[config.mk]
export PLATFORM = sky130hd
export DESIGN_NAME = multi_channel_heartbeat_watchdog_flat
export DESIGN_NICKNAME = d
export VERILOG_FILES = /design/src/rtl/core/mchw_pkg.sv /design/src/rtl/core/mchw_item_if.sv /design/src/rtl/core/mchw_result_if.sv /design/src/rtl/core/mchw_cfg_if.sv /design/src/rtl/core/mchw_chan.sv /design/src/rtl/core/multi_channel_heartbeat_watchdog.sv /design/src/flat_wrapper.sv
export VERILOG_INCLUDE_DIRS = /design/src /design/src/rtl/core
export SDC_FILE = /design/constraint.sdc
export NUM_CORES = 2
export LEC_CHECK = 0
export BUFFER_PORTS_ARGS = -buffer_cell sky130_fd_sc_hd__buf_2
export CAP_MARGIN = 20
export CORE_UTILIZATION = 35
export CTS_BUF_LIST = sky130_fd_sc_hd__clkbuf_8
export DETAILED_ROUTE_END_ITERATION = 16
export HOLD_SLACK_MARGIN = 0.06
export PLACE_DENSITY = 0.57
export SLEW_MARGIN = 20
export SYNTH_ARGS = -nofsm -noshare
export SYNTH_HDL_FRONTEND = slang
export SYNTH_SLANG_ARGS = --single-unit
[constraint.sdc]
create_clock -name clk -period 5.7 [get_ports clk]
set_input_delay 0.57 -clock clk [delete_from_list [all_inputs] [get_ports clk]]
set_output_delay 0.57 -clock clk [all_outputs]
set_load 0.01 [all_outputs]
[src/rtl/core/assert_macros.svh]
// Assertion macros used by the watchdog RTL.
`ifndef ASSERT_MACROS_SVH
`define ASSERT_MACROS_SVH

// Checks a condition at every clock edge outside reset.
`define MCHW_ASSERT_ALWAYS(label, expr, msg) \
	label: assert property (@(posedge clk) disable iff (!arst_n) (expr)) else $error(msg);

// Checks that a condition implies another one in the same cycle, outside reset.
`define MCHW_ASSERT_IMPLY(label, ante, cons, msg) \
	label: assert property (@(posedge clk) disable iff (!arst_n) (ante) |-> (cons)) \
		else $error(msg);

`endif

[src/rtl/core/mchw_pkg.sv]
// Types and constants of the multi-channel heartbeat watchdog.
package mchw_pkg;

	localparam int MAX_CHANNELS = 8;
	localparam int NUM_CHANNELS_DEF = 8;
	localparam int CNT_W = 4;
	localparam int TIME_W = 32;
	localparam int TMO_W = 16;
	localparam int CFG_DATA_W = 64;

	localparam logic [TMO_W-1:0] PING_GAP_RESET = 16'd20;
	localparam logic [TMO_W-1:0] FALLBACK_TIMEOUT = 16'(PING_GAP_RESET * 2);
	localparam logic [CFG_DATA_W-1:0] TIMEOUT_RESET = 64'h0028_0028_0028_0028;
	localparam logic [CNT_W-1:0] DRIVER_COUNT_RESET = 4'd8;
	localparam logic [15:0] COUNT_MAX = 16'hFFFF;

	typedef enum logic {
		KIND_TICK = 1'b0,
		KIND_PONG = 1'b1
	} kind_t;

	typedef enum logic [1:0] {
		REG_DRIVER_COUNT  = 2'd0,
		REG_PING_GAP      = 2'd1,
		REG_TIMEOUTS_LOW  = 2'd2,
		REG_TIMEOUTS_HIGH = 2'd3
	} cfg_reg_t;

	typedef struct packed {
		kind_t             kind;
		logic [TIME_W-1:0] now;
		logic [2:0]        channel;
	} item_t;

	typedef struct packed {
		logic [7:0]  ping_mask;
		logic [7:0]  restart_mask;
		logic [7:0]  waiting_mask;
		logic        pong_ignored;
		logic [15:0] restart_count;
	} result_t;

	typedef struct packed {
		cfg_reg_t              addr;
		logic [CFG_DATA_W-1:0] wdata;
	} cfg_t;

	// Per-channel control from the top level.
	typedef struct packed {
		logic step;
		logic tick;
		logic enabled;
		logic pong_hit;
	} chan_ctl_t;

	// Per-channel outcome of the word in flight.
	typedef struct packed {
		logic        ping;
		logic        restart;
		logic        waiting;
		logic [15:0] count;
	} chan_stat_t;

endpackage

[src/rtl/core/mchw_item_if.sv]
// Input channel carrying tick and pong words.
interface mchw_item_if;
	logic                valid;
	logic                ready;
	mchw_pkg::item_t     data;

	modport source (output valid, output data, input ready);
	modport sink (input valid, input data, output ready);
endinterface

[src/rtl/core/mchw_result_if.sv]
// Output channel carrying one result word per input word.
interface mchw_result_if;
	logic                valid;
	logic                ready;
	mchw_pkg::result_t   data;

	modport source (output valid, output data, input ready);
	modport sink (input valid, input data, output ready);
endinterface

[src/rtl/core/mchw_cfg_if.sv]
// Configuration write channel.
interface mchw_cfg_if;
	logic                valid;
	logic                ready;
	mchw_pkg::cfg_t      data;

	modport source (output valid, output data, input ready);
	modport sink (input valid, input data, output ready);
endinterface

[src/rtl/core/mchw_chan.sv]
// State and checks of one supervised channel.
module mchw_chan (
	input  logic                            clk,
	input  logic                            arst_n,
	input  mchw_pkg::chan_ctl_t             ctl,
	input  logic [mchw_pkg::TIME_W-1:0]     now,
	input  logic [mchw_pkg::TMO_W-1:0]      ping_gap,
	input  logic [mchw_pkg::TMO_W-1:0]      timeout,
	output mchw_pkg::chan_stat_t            stat
);

	logic [mchw_pkg::TIME_W-1:0] last_q;
	logic                        wait_q;
	logic [15:0]                 count_q;

	logic [mchw_pkg::TIME_W-1:0] age;
	logic                        ping;
	logic                        restart;
	logic                        wait_d;
	logic [15:0]                 count_d;

	// Age wraps modulo the time width. A channel pinged now has age zero, so it
	// can never time out on the same tick.
	always_comb begin
		age = now - last_q;
		ping = ctl.tick && ctl.enabled && !wait_q &&
			(age >= {{(mchw_pkg::TIME_W-mchw_pkg::TMO_W){1'b0}}, ping_gap});
		restart = ctl.tick && ctl.enabled && wait_q &&
			(age > {{(mchw_pkg::TIME_W-mchw_pkg::TMO_W){1'b0}}, timeout});
		if (ping) begin
			wait_d = 1'b1;
		end else if (restart || (ctl.pong_hit && ctl.enabled)) begin
			wait_d = 1'b0;
		end else begin
			wait_d = wait_q;
		end
		if (restart && (count_q != mchw_pkg::COUNT_MAX)) begin
			count_d = count_q + 16'd1;
		end else begin
			count_d = count_q;
		end
	end

	assign stat = '{ping: ping, restart: restart, waiting: wait_d, count: count_d};

	// Channel state moves only when the word in flight is retired.
	always_ff @(posedge clk or negedge arst_n) begin
		if (!arst_n) begin
			last_q <= '0;
			wait_q <= 1'b0;
			count_q <= '0;
		end else if (ctl.step) begin
			if (ping || restart) begin
				last_q <= now;
			end
			wait_q <= wait_d;
			count_q <= count_d;
		end
	end

endmodule

[src/rtl/core/multi_channel_heartbeat_watchdog.sv]
// An accepted word moves from the input stage register to the output register.
// Throughput: one word per cycle unless the output stalls; every channel runs its
// subtract-and-compare checks in parallel within the single processing stage, and state
// updates land before the next word.
// Reset: asynchronous, active low; clears all channel state and loads register defaults
// (eight channels, ping delay 20, timeouts 40). No clearing pass is needed.
`include "assert_macros.svh"

module multi_channel_heartbeat_watchdog #(
	parameter int NUM_CHANNELS = mchw_pkg::NUM_CHANNELS_DEF
) (
	input  logic          clk,
	input  logic          arst_n,
	mchw_item_if.sink     item,
	mchw_result_if.source result,
	mchw_cfg_if.sink      cfg
);

	localparam int MAXC = mchw_pkg::MAX_CHANNELS;
	localparam logic [mchw_pkg::CNT_W-1:0] NUM_CH_CNT = mchw_pkg::CNT_W'(NUM_CHANNELS);

	// Configuration registers.
	logic [mchw_pkg::CNT_W-1:0]      driver_count_q;
	logic [mchw_pkg::TMO_W-1:0]      ping_gap_q;
	logic [mchw_pkg::CFG_DATA_W-1:0] timeouts_low_q;
	logic [mchw_pkg::CFG_DATA_W-1:0] timeouts_high_q;

	// Input stage and result register.
	logic                       valid_s1;
	mchw_pkg::kind_t            kind_s1;
	logic [mchw_pkg::TIME_W-1:0] now_s1;
	logic [2:0]                 channel_s1;
	logic                       result_valid_q;
	mchw_pkg::result_t          result_q;

	logic                       advance;
	logic                       step;
	logic                       is_tick;
	logic [mchw_pkg::CNT_W-1:0] enabled_n;
	logic [2*mchw_pkg::CFG_DATA_W-1:0] timeouts_all;

	logic [MAXC-1:0] ping_all;
	logic [MAXC-1:0] restart_all;
	logic [MAXC-1:0] waiting_all;
	logic [15:0]     count_all [MAXC];
	mchw_pkg::result_t result_d;

	// Configuration writes are always taken.
	assign cfg.ready = 1'b1;

	always_ff @(posedge clk or negedge arst_n) begin
		if (!arst_n) begin
			driver_count_q <= mchw_pkg::DRIVER_COUNT_RESET;
			ping_gap_q <= mchw_pkg::PING_GAP_RESET;
			timeouts_low_q <= mchw_pkg::TIMEOUT_RESET;
			timeouts_high_q <= mchw_pkg::TIMEOUT_RESET;
		end else if (cfg.valid) begin
			case (cfg.data.addr)
				mchw_pkg::REG_DRIVER_COUNT: driver_count_q <= cfg.data.wdata[mchw_pkg::CNT_W-1:0];
				mchw_pkg::REG_PING_GAP: ping_gap_q <= cfg.data.wdata[mchw_pkg::TMO_W-1:0];
				mchw_pkg::REG_TIMEOUTS_LOW: timeouts_low_q <= cfg.data.wdata;
				mchw_pkg::REG_TIMEOUTS_HIGH: timeouts_high_q <= cfg.data.wdata;
				default: ;
			endcase
		end
	end

	// Handshake: the input stage moves whenever it is empty or the result register is free or drains.
	assign advance = !result_valid_q || result.ready;
	assign item.ready = !valid_s1 || advance;
	assign step = valid_s1 && advance;

	always_ff @(posedge clk or negedge arst_n) begin
		if (!arst_n) begin
			valid_s1 <= 1'b0;
		end else if (item.ready) begin
			valid_s1 <= item.valid;
		end
	end

	always_ff @(posedge clk) begin
		if (item.valid && item.ready) begin
			kind_s1 <= item.data.kind;
			now_s1 <= item.data.now;
			channel_s1 <= item.data.channel;
		end
	end

	// Enabled count is clamped to the number of built channels.
	assign enabled_n = (driver_count_q > NUM_CH_CNT) ? NUM_CH_CNT : driver_count_q;
	assign is_tick = (kind_s1 == mchw_pkg::KIND_TICK);
	assign timeouts_all = {timeouts_high_q, timeouts_low_q};

	// One checker per built channel; absent channels read as idle with a zero count.
	for (genvar i = 0; i < MAXC; i++) begin : g_ch
		if (i < NUM_CHANNELS) begin : g_on
			mchw_pkg::chan_ctl_t        ctl;
			mchw_pkg::chan_stat_t       stat;
			logic [mchw_pkg::TMO_W-1:0] tmo_raw;
			logic [mchw_pkg::TMO_W-1:0] tmo;

			assign tmo_raw = timeouts_all[mchw_pkg::TMO_W*i +: mchw_pkg::TMO_W];
			assign tmo = (tmo_raw == '0) ? mchw_pkg::FALLBACK_TIMEOUT : tmo_raw;
			assign ctl = '{
				step: step,
				tick: is_tick,
				enabled: (mchw_pkg::CNT_W'(i) < enabled_n),
				pong_hit: !is_tick && (channel_s1 == 3'(i))
			};

			mchw_chan u_chan (
				.clk        (clk),
				.arst_n     (arst_n),
				.ctl        (ctl),
				.now        (now_s1),
				.ping_gap   (ping_gap_q),
				.timeout    (tmo),
				.stat       (stat)
			);

			assign ping_all[i] = stat.ping;
			assign restart_all[i] = stat.restart;
			assign waiting_all[i] = stat.waiting;
			assign count_all[i] = stat.count;
		end else begin : g_off
			assign ping_all[i] = 1'b0;
			assign restart_all[i] = 1'b0;
			assign waiting_all[i] = 1'b0;
			assign count_all[i] = '0;
		end
	end

	// Assemble the result word.
	always_comb begin
		result_d.ping_mask = ping_all;
		result_d.restart_mask = restart_all;
		result_d.waiting_mask = waiting_all;
		result_d.pong_ignored = !is_tick && ({1'b0, channel_s1} >= enabled_n);
		result_d.restart_count = count_all[channel_s1];
	end

	always_ff @(posedge clk or negedge arst_n) begin
		if (!arst_n) begin
			result_valid_q <= 1'b0;
		end else if (advance) begin
			result_valid_q <= valid_s1;
		end
	end

	always_ff @(posedge clk) begin
		if (step) begin
			result_q <= result_d;
		end
	end

	assign result.valid = result_valid_q;
	assign result.data = result_q;

	// A pong word never pings or restarts a channel.
	`MCHW_ASSERT_IMPLY(a_pong_quiet, valid_s1 && !is_tick, (ping_all == '0) && (restart_all == '0), "pong raised a ping or restart")
	// A channel is never pinged and restarted on the same tick.
	`MCHW_ASSERT_ALWAYS(a_ping_restart_disjoint, (ping_all & restart_all) == '0, "channel pinged and restarted together")
	// A pinged channel waits and a restarted one does not.
	`MCHW_ASSERT_IMPLY(a_result_waiting, result_valid_q, ((result_q.ping_mask & ~result_q.waiting_mask) == '0) && ((result_q.restart_mask & result_q.waiting_mask) == '0), "waiting mask disagrees with ping or restart")
	// Channels that are not built never report waiting.
	`MCHW_ASSERT_IMPLY(a_absent_idle, result_valid_q, ((result_q.waiting_mask >> NUM_CHANNELS) == '0), "absent channel reported waiting")

endmodule
[src/flat_wrapper.sv]
// flat-port wrapper written by rule: the top's interface ports become plain ports
module multi_channel_heartbeat_watchdog_flat 
#(
	parameter int NUM_CHANNELS = mchw_pkg::NUM_CHANNELS_DEF
)
  (clk, arst_n, item_valid, item_data, item_ready, result_valid, result_data, result_ready, cfg_valid, cfg_data, cfg_ready);
  mchw_item_if item_i ();
  mchw_result_if result_i ();
  mchw_cfg_if cfg_i ();
  input  logic clk;
  input  logic arst_n;
  input wire logic [$bits(item_i.valid)-1:0] item_valid;
  input wire logic [$bits(item_i.data)-1:0] item_data;
  output wire logic [$bits(item_i.ready)-1:0] item_ready;
  output wire logic [$bits(result_i.valid)-1:0] result_valid;
  output wire logic [$bits(result_i.data)-1:0] result_data;
  input wire logic [$bits(result_i.ready)-1:0] result_ready;
  input wire logic [$bits(cfg_i.valid)-1:0] cfg_valid;
  input wire logic [$bits(cfg_i.data)-1:0] cfg_data;
  output wire logic [$bits(cfg_i.ready)-1:0] cfg_ready;
  assign item_i.valid = item_valid;
  assign item_i.data = item_data;
  assign item_ready = item_i.ready;
  assign result_valid = result_i.valid;
  assign result_data = result_i.data;
  assign result_i.ready = result_ready;
  assign cfg_i.valid = cfg_valid;
  assign cfg_i.data = cfg_data;
  assign cfg_ready = cfg_i.ready;
  multi_channel_heartbeat_watchdog #(.NUM_CHANNELS(NUM_CHANNELS)) u_core (.clk(clk), .arst_n(arst_n), .item(item_i), .result(result_i), .cfg(cfg_i));
endmodule
Word level (Yosys, flattened, before mapping)
Cells that the tools add are included.
Word-level totals
  bits of input ports: 107
  register bits after elaboration: 619
  word-level logic and storage cells: 254
  output and inout port bits: 44
Cells by class
  add/subtract/negate cells: 16
  mux-type cells: 36
  reductions and logical operators: 117
  $lt $le $gt $ge: 27
  bitwise gates (word level): 2
  equality and inequality tests: 18
Operator list (count)
  two-way mux 16 bit: 18
  greater-or-equal comparator 32 x 16 -> 1 bit: 8
  > comparator 32 x 16 -> 1 bit: 8
  subtractor 32 bit: 8
  adder 16 x 1 -> 16 bit (second input constant): 8
  zero test 16 bit: 8
  != test 16 bit (second input constant): 8
  logical AND 1 bit: 67
  binary-select mux 16 bit (select 3 bit): 1
  AND reduction 2 bit: 12
  logical OR 1 bit: 18
  < comparator 3 x 4 -> 1 bit (first input constant): 4
  two-way mux 1 bit: 16
  equality test 3 bit (second input constant): 4
  zero test 1 bit: 10
  < comparator 1 x 4 -> 1 bit (first input constant): 2
  < comparator 2 x 4 -> 1 bit (first input constant): 2
  equality test 3 x 2 -> 1 bit (second input constant): 2
  equality test 2 bit (second input constant): 2
  greater-or-equal comparator 3 x 4 -> 1 bit: 1
  greater-or-equal comparator 4 bit (second input constant): 1
  > comparator 4 bit (second input constant): 1
  two-way mux 4 bit: 1
  NOT 3 -> 4 bit: 1
  5 further kinds: 5

Depth between registers and ports, before layout
  depth in word-level cells: 11
  gate-level depth with buffers: 25
  mapped depth without buffers: 23

Cells and area by module
From an unflattened synthesis, not the netlist that was laid out.
Second synthesis, totals
  cells, all modules: 5790
  area total of the unflattened synthesis: 53391.2 µm²
Modules (own cells, without submodules)
  mchw_chan at u_core.g_ch[1].g_on.u_chan ...: times used 4, area each 5400.2 µm², cells an instance 642, seq. area each 1226.2 µm²
  mchw_chan at u_core.g_ch[0].g_on.u_chan ...: times used 3, area each 5544.1 µm², cells an instance 652, seq. area each 1226.2 µm²
  multi_channel_heartbeat_watchdog: times used 1, area each 9887.0 µm², cells an instance 661, seq. area each 6089.6 µm²
  mchw_chan at u_core.g_ch[3].g_on.u_chan: times used 1, area each 5271.3 µm², cells an instance 605, seq. area each 1226.2 µm²

Worst setup path before layout
No wires, ideal clock.
  path kind: flip-flop to flip-flop
  start point: register u_core.now_s1[1] (netlist name)
  end point: register u_core.result_q (netlist bit u_core.result.data[14]), data pin
  setup slack: 0.209 ns
  arrival: 5.221 ns
  buffers on the path: 1
  setup time: 0.270 ns
  stages on the path, launching flop included: 24
  period minus slack after synthesis: 5.491 ns
  data required time: 5.430 ns
  path through: edfxtp_1 -> ha_1 -> nor2b_1 -> o2111ai_1 -> a21boi_1 -> o21ai_0 -> nand2b_1 -> a21o_1 -> a21oi_1 -> xnor2_1 -> ha_1 -> a21o_1 -> a21o_1 -> a21oi_1 -> o21ai_0 -> a2111oi_0 -> nor3_1 -> nor2_1 -> or4b_1 -> clkbuf_1 -> nand4_1 -> or3b_2 -> a2111oi_1 -> o22ai_1
RTL lines
  start: declaration: RTL line multi_channel_heartbeat_watchdog.sv:31  | logic [mchw_pkg::TIME_W-1:0] now_s1;
  start signal: assignment: RTL line multi_channel_heartbeat_watchdog.sv:84  | now_s1 <= item.data.now;
  end signal: assignment: RTL line multi_channel_heartbeat_watchdog.sv:152  | result_q <= result_d;
  end: declaration: RTL line multi_channel_heartbeat_watchdog.sv:34  | mchw_pkg::result_t result_q;

==> results.yml <==
status:
  status: "finished, final reports clean"
pwr:
  seq_power_share_pct: 21.5
  ir_worst_vdd_uv: 209.1
  combPwrFrac_pct: 63.5
  netSwitchingFraction_pct: 45.87
  p_int_mw: 16.99
  p_clk_share_pct: 15.0
  p_per_area_mw_per_mm2: 541.4
  leakage_nw: 26.26
  power_switching_mw: 14.40
drt:
  drc_errors: 0
  wire_per_inst_um: 21.99
  dr_total_vias: 43740
  drt_iter0_markers: 3548
  drt_pass1_iterations: 5
  viasPerCell: 5.592
  wirelength_mm: 172.0
  ant_nets: 0
setup_path:
  r2r_start: "u_core.now_s1[7]"
  worst_setup_path_end_kind: "flop"
  crit_slowest_cell: "or4_1"
  cp_num_buf_inv: 4
  crit_type: "flop to flop"
  cp_data_required_time_ps: 6290
  path_delay_family: "compound AO/OA/AOI/OAI gates"
  worstSetupPathDepth: 23
  cp-startpoint: "u_core.now_s1[7]"
  startpoint_type: "flop"
  worstPathMaxFanout: 16
  crit_top_cell: "buf_4"
  r2r_cells: 23
  path_cells: "buf_12 > ha_1 > o21ai_0 > nor4b_1 > o21ai_1 > and2_1 > o21ai_1 > xor2_1 > buf_4 > ha_1 > a21o_1 > a21o_1 > a21oi_1 > o21ai_0 > o32a_1 > or4_1 > buf_4 > nand2_8 > or3_1 > mux2i_1 > a2111oi_2 > buf_4 > a22oi_1"
  crit_arrival_ps: 6060
  max_stage_delay_ps: 540
cells_and_area:
  instances_no_fill: 7821
  nFillCells: 13920
  drive_above_1_share_pct: 19.66
  final_core_util_pct: 41.55
  final_nets: 6472
  area_delta_synth_final_pct: 17.83
  postLayoutCellArea_mm2: 0.05797
worst_hold_path:
  hp-class: "input pin to flop"
  hold_depth: 2
  hp-start: "cfg_data[32]"
cts:
  cts.sink_count: 619
  insertion_delay_ps: 870
  cts_made_buffers: 112
  path_clk_slew_ps: 60
  ctsRootBufferMaster: "clkbuf_8"
  cts_tree: "done"
  clk_path_buf_depth: 3
  htreeDepth: 3
timing:
  post-route-period-util_pct: 96.07
  fin_worst_skew_ps: 67.55
  fmax_ghz: 0.1826
  worstMarginPinSlew_ps: 1146
  hold_viol_final: 0
  maxSlewViolCount: 0
  setup_viol: 0
  max-slew-margin-rel_pct: 23.53
  period_needed_ps: 5476
flow_run:
  cap_viol_max_count: 0
global_route:
  grt_max_degree: 148
  first_global_vias: 42570
  gr-total-overflow: 0
  grt_pass1_wl_mm: 260.6
  track_usage_pct: 23.85
  antenna_found_initial: 13
placement:
  placed_area_mm2: 0.05397
  io_buffer_count: 149
  dp_hpwl_mm: 131.0
  place_inst: 7482
  place.gp.congestion: 0.9927
synthesis:
  synth_common_cells: "dfrtp_1, ha_1, inv_1, mux2_2, nand2_1"
  synthTopCellsByArea: "dfrtp_1, ha_1, mux2_2, edfxtp_1, xnor2_1"
  synthCells: 5373
  syn_avg_cell_area_um2: 9.157
  yosys.area.top_type_share_pct: 26.60
  synthArstFlopShare_pct: 87.56
  synth-edff-count: 77
  post-synth-top-area-cell: "dfrtp_1"
  ys_warn_count: 0
  syn-num-nets: 6003
  synth_flop_cell: "dfrtp_1"
  yosysMostFrequentCell: "dfrtp_1"
  synth-seq-cells: 619
  syn_area_mm2: 0.04920
  ys_types: 99
  synth-seq-area-share_pct: 32.31
floorplanning:
  die-area_mm2: 0.1421
  initial_core_util_pct: 35.26
  die_w_um: 376.9
  rows: 137
  core_mm2: 0.1395
  fp.dieH_um: 376.9
  ios: 151
[area by class of cell]
class	instances	area [um2]	share of cell area, %
diodes	8	20.02	0.03453
clock inverters	68	539.3	0.9302
flip-flops and latches	619	15900	27.42
well taps	1876	2347	4.049
inverters	453	1702	2.935
multi-input cells	4113	31220	53.86
clock buffers	141	1941	3.347
repair buffers	543	4303	7.422
[routing by layer]
layer	up-vias	GRT usage, %	wire length, um
li1	20660	-	-
met1	21460	32.21	77480
met3	288	2.977	9583
met5	-	0	34
met4	4	10.60	7990
met2	1321	38.01	76880
[sequential cells by signal, indices dropped and copies added, names as in the netlist, 8 cells and up]
register                         flops
u_core.timeouts_low_q               64
u_core.g_ch.g_on.u_chan.count_q    128
u_core.result.data                  41
u_core.g_ch.g_on.u_chan.last_q     256
u_core.g_ch.g_on.u_chan.wait_q       8
u_core.ping_gap_q                   16
u_core.timeouts_high_q              64
u_core.now_s1                       32
[stage by stage]
stage / total power, mW / hold slack (ps) / setup TNS [ps] / setup WS [ps]
final: 31.39 / 150.4 / 0 / 224.3
after global routing: 34.04 / 117.8 / -55.62 / -53.11
after CTS: 31.04 / 81.58 / 0 / 44.35
after detailed placement: 26.06 / 469.2 / -266.1 / -118.5
after global placement: 25.70 / 463.9 / -29.82 / -27.83
after floorplan: 20.32 / 274.4 / 0 / 209.4
[power by group through the flow]
stage | clock [mW] | sequential, mW | combinational (mW)
6_report | 4.70 | 6.76 | 19.9
3_3_place_gp | 0 | 6.77 | 18.9
4_1_cts | 4.84 | 6.74 | 19.5
5_1_grt | 5.01 | 6.92 | 22.1
2_1_floorplan | 0 | 6.51 | 13.8
3_5_place_dp | 0 | 6.82 | 19.2
[repair_timing]
action,4_1_cts,5_1_grt
pin swaps,0,20
endpoints found under the setup margin,9,206
hold buffers,103,0
resized for setup,3,86
endpoints found under the hold margin,252,0
buffers inserted,6,13
[kinds of logic after synthesis]
kind of cell | Yosys count | share of synthesized area [%]
AO/OA/AOI/OAI | 1297 | 17.26
XOR/XNOR | 368 | 6.551
adder cells (fa/ha/maj) | 523 | 13.42
buffers and inverters | 641 | 5.033
flip-flops | 619 | 32.31
multiplexers | 450 | 10.24
other | 1 | 0.007622
AND/OR/NAND/NOR | 1474 | 15.17
[cells in the final DEF (no fill, tap or decap), types with 44 or more instances in the layout]
master / count
a211oi_1: 45
a21o_1: 163
a21oi_1: 360
a31oi_1: 44
and3_1: 75
buf_2: 148
buf_4: 263
clkbuf_8: 141
dfrtp_1: 523
dlygate4sd3_1: 103
edfxtp_1: 77
ha_1: 511
inv_1: 488
mux2_2: 418
nand2_1: 388
nand2b_1: 49
nand3_1: 145
nand4_1: 139
nor2_1: 288
nor3_1: 107
nor4_1: 75
o211ai_1: 52
o21a_1: 74
o21ai_0: 207
xnor2_1: 214
xor2_1: 150
[worst register-to-register path, cell delays in order (launching register included)]
cell       delay [ps]
edfxtp_1          420
buf_12            190
ha_1              390
o21ai_0           130
nor4b_1           300
o21ai_1           190
and2_1            200
o21ai_1           160
xor2_1            180
buf_4             160
ha_1              240
a21o_1            190
a21o_1            170
a21oi_1           150
o21ai_0           120
o32a_1            270
or4_1             550
buf_4             200
nand2_8            70
or3_1             220
mux2i_1           160
a2111oi_2         300
buf_4             160
a22oi_1            70
[worst paths after layout]
| kind | to | slack (ps) |
|---|---|---|
| setup / recovery | u_core.result.data[7] | 220 |
| hold / removal | u_core.timeouts_high_q[32] | 150 |
| min in group asynchronous | u_core.g_ch[0].g_on.u_chan.last_q[8] | 340 |
| setup reg to reg | u_core.result.data[7] | 220 |
| hold reg to reg | u_core.g_ch[7].g_on.u_chan.count_q[9] | 470 |
| max in group asynchronous | u_core.g_ch[7].g_on.u_chan.last_q[23] | 4010 |
Power figures use the tool's default switching activity.
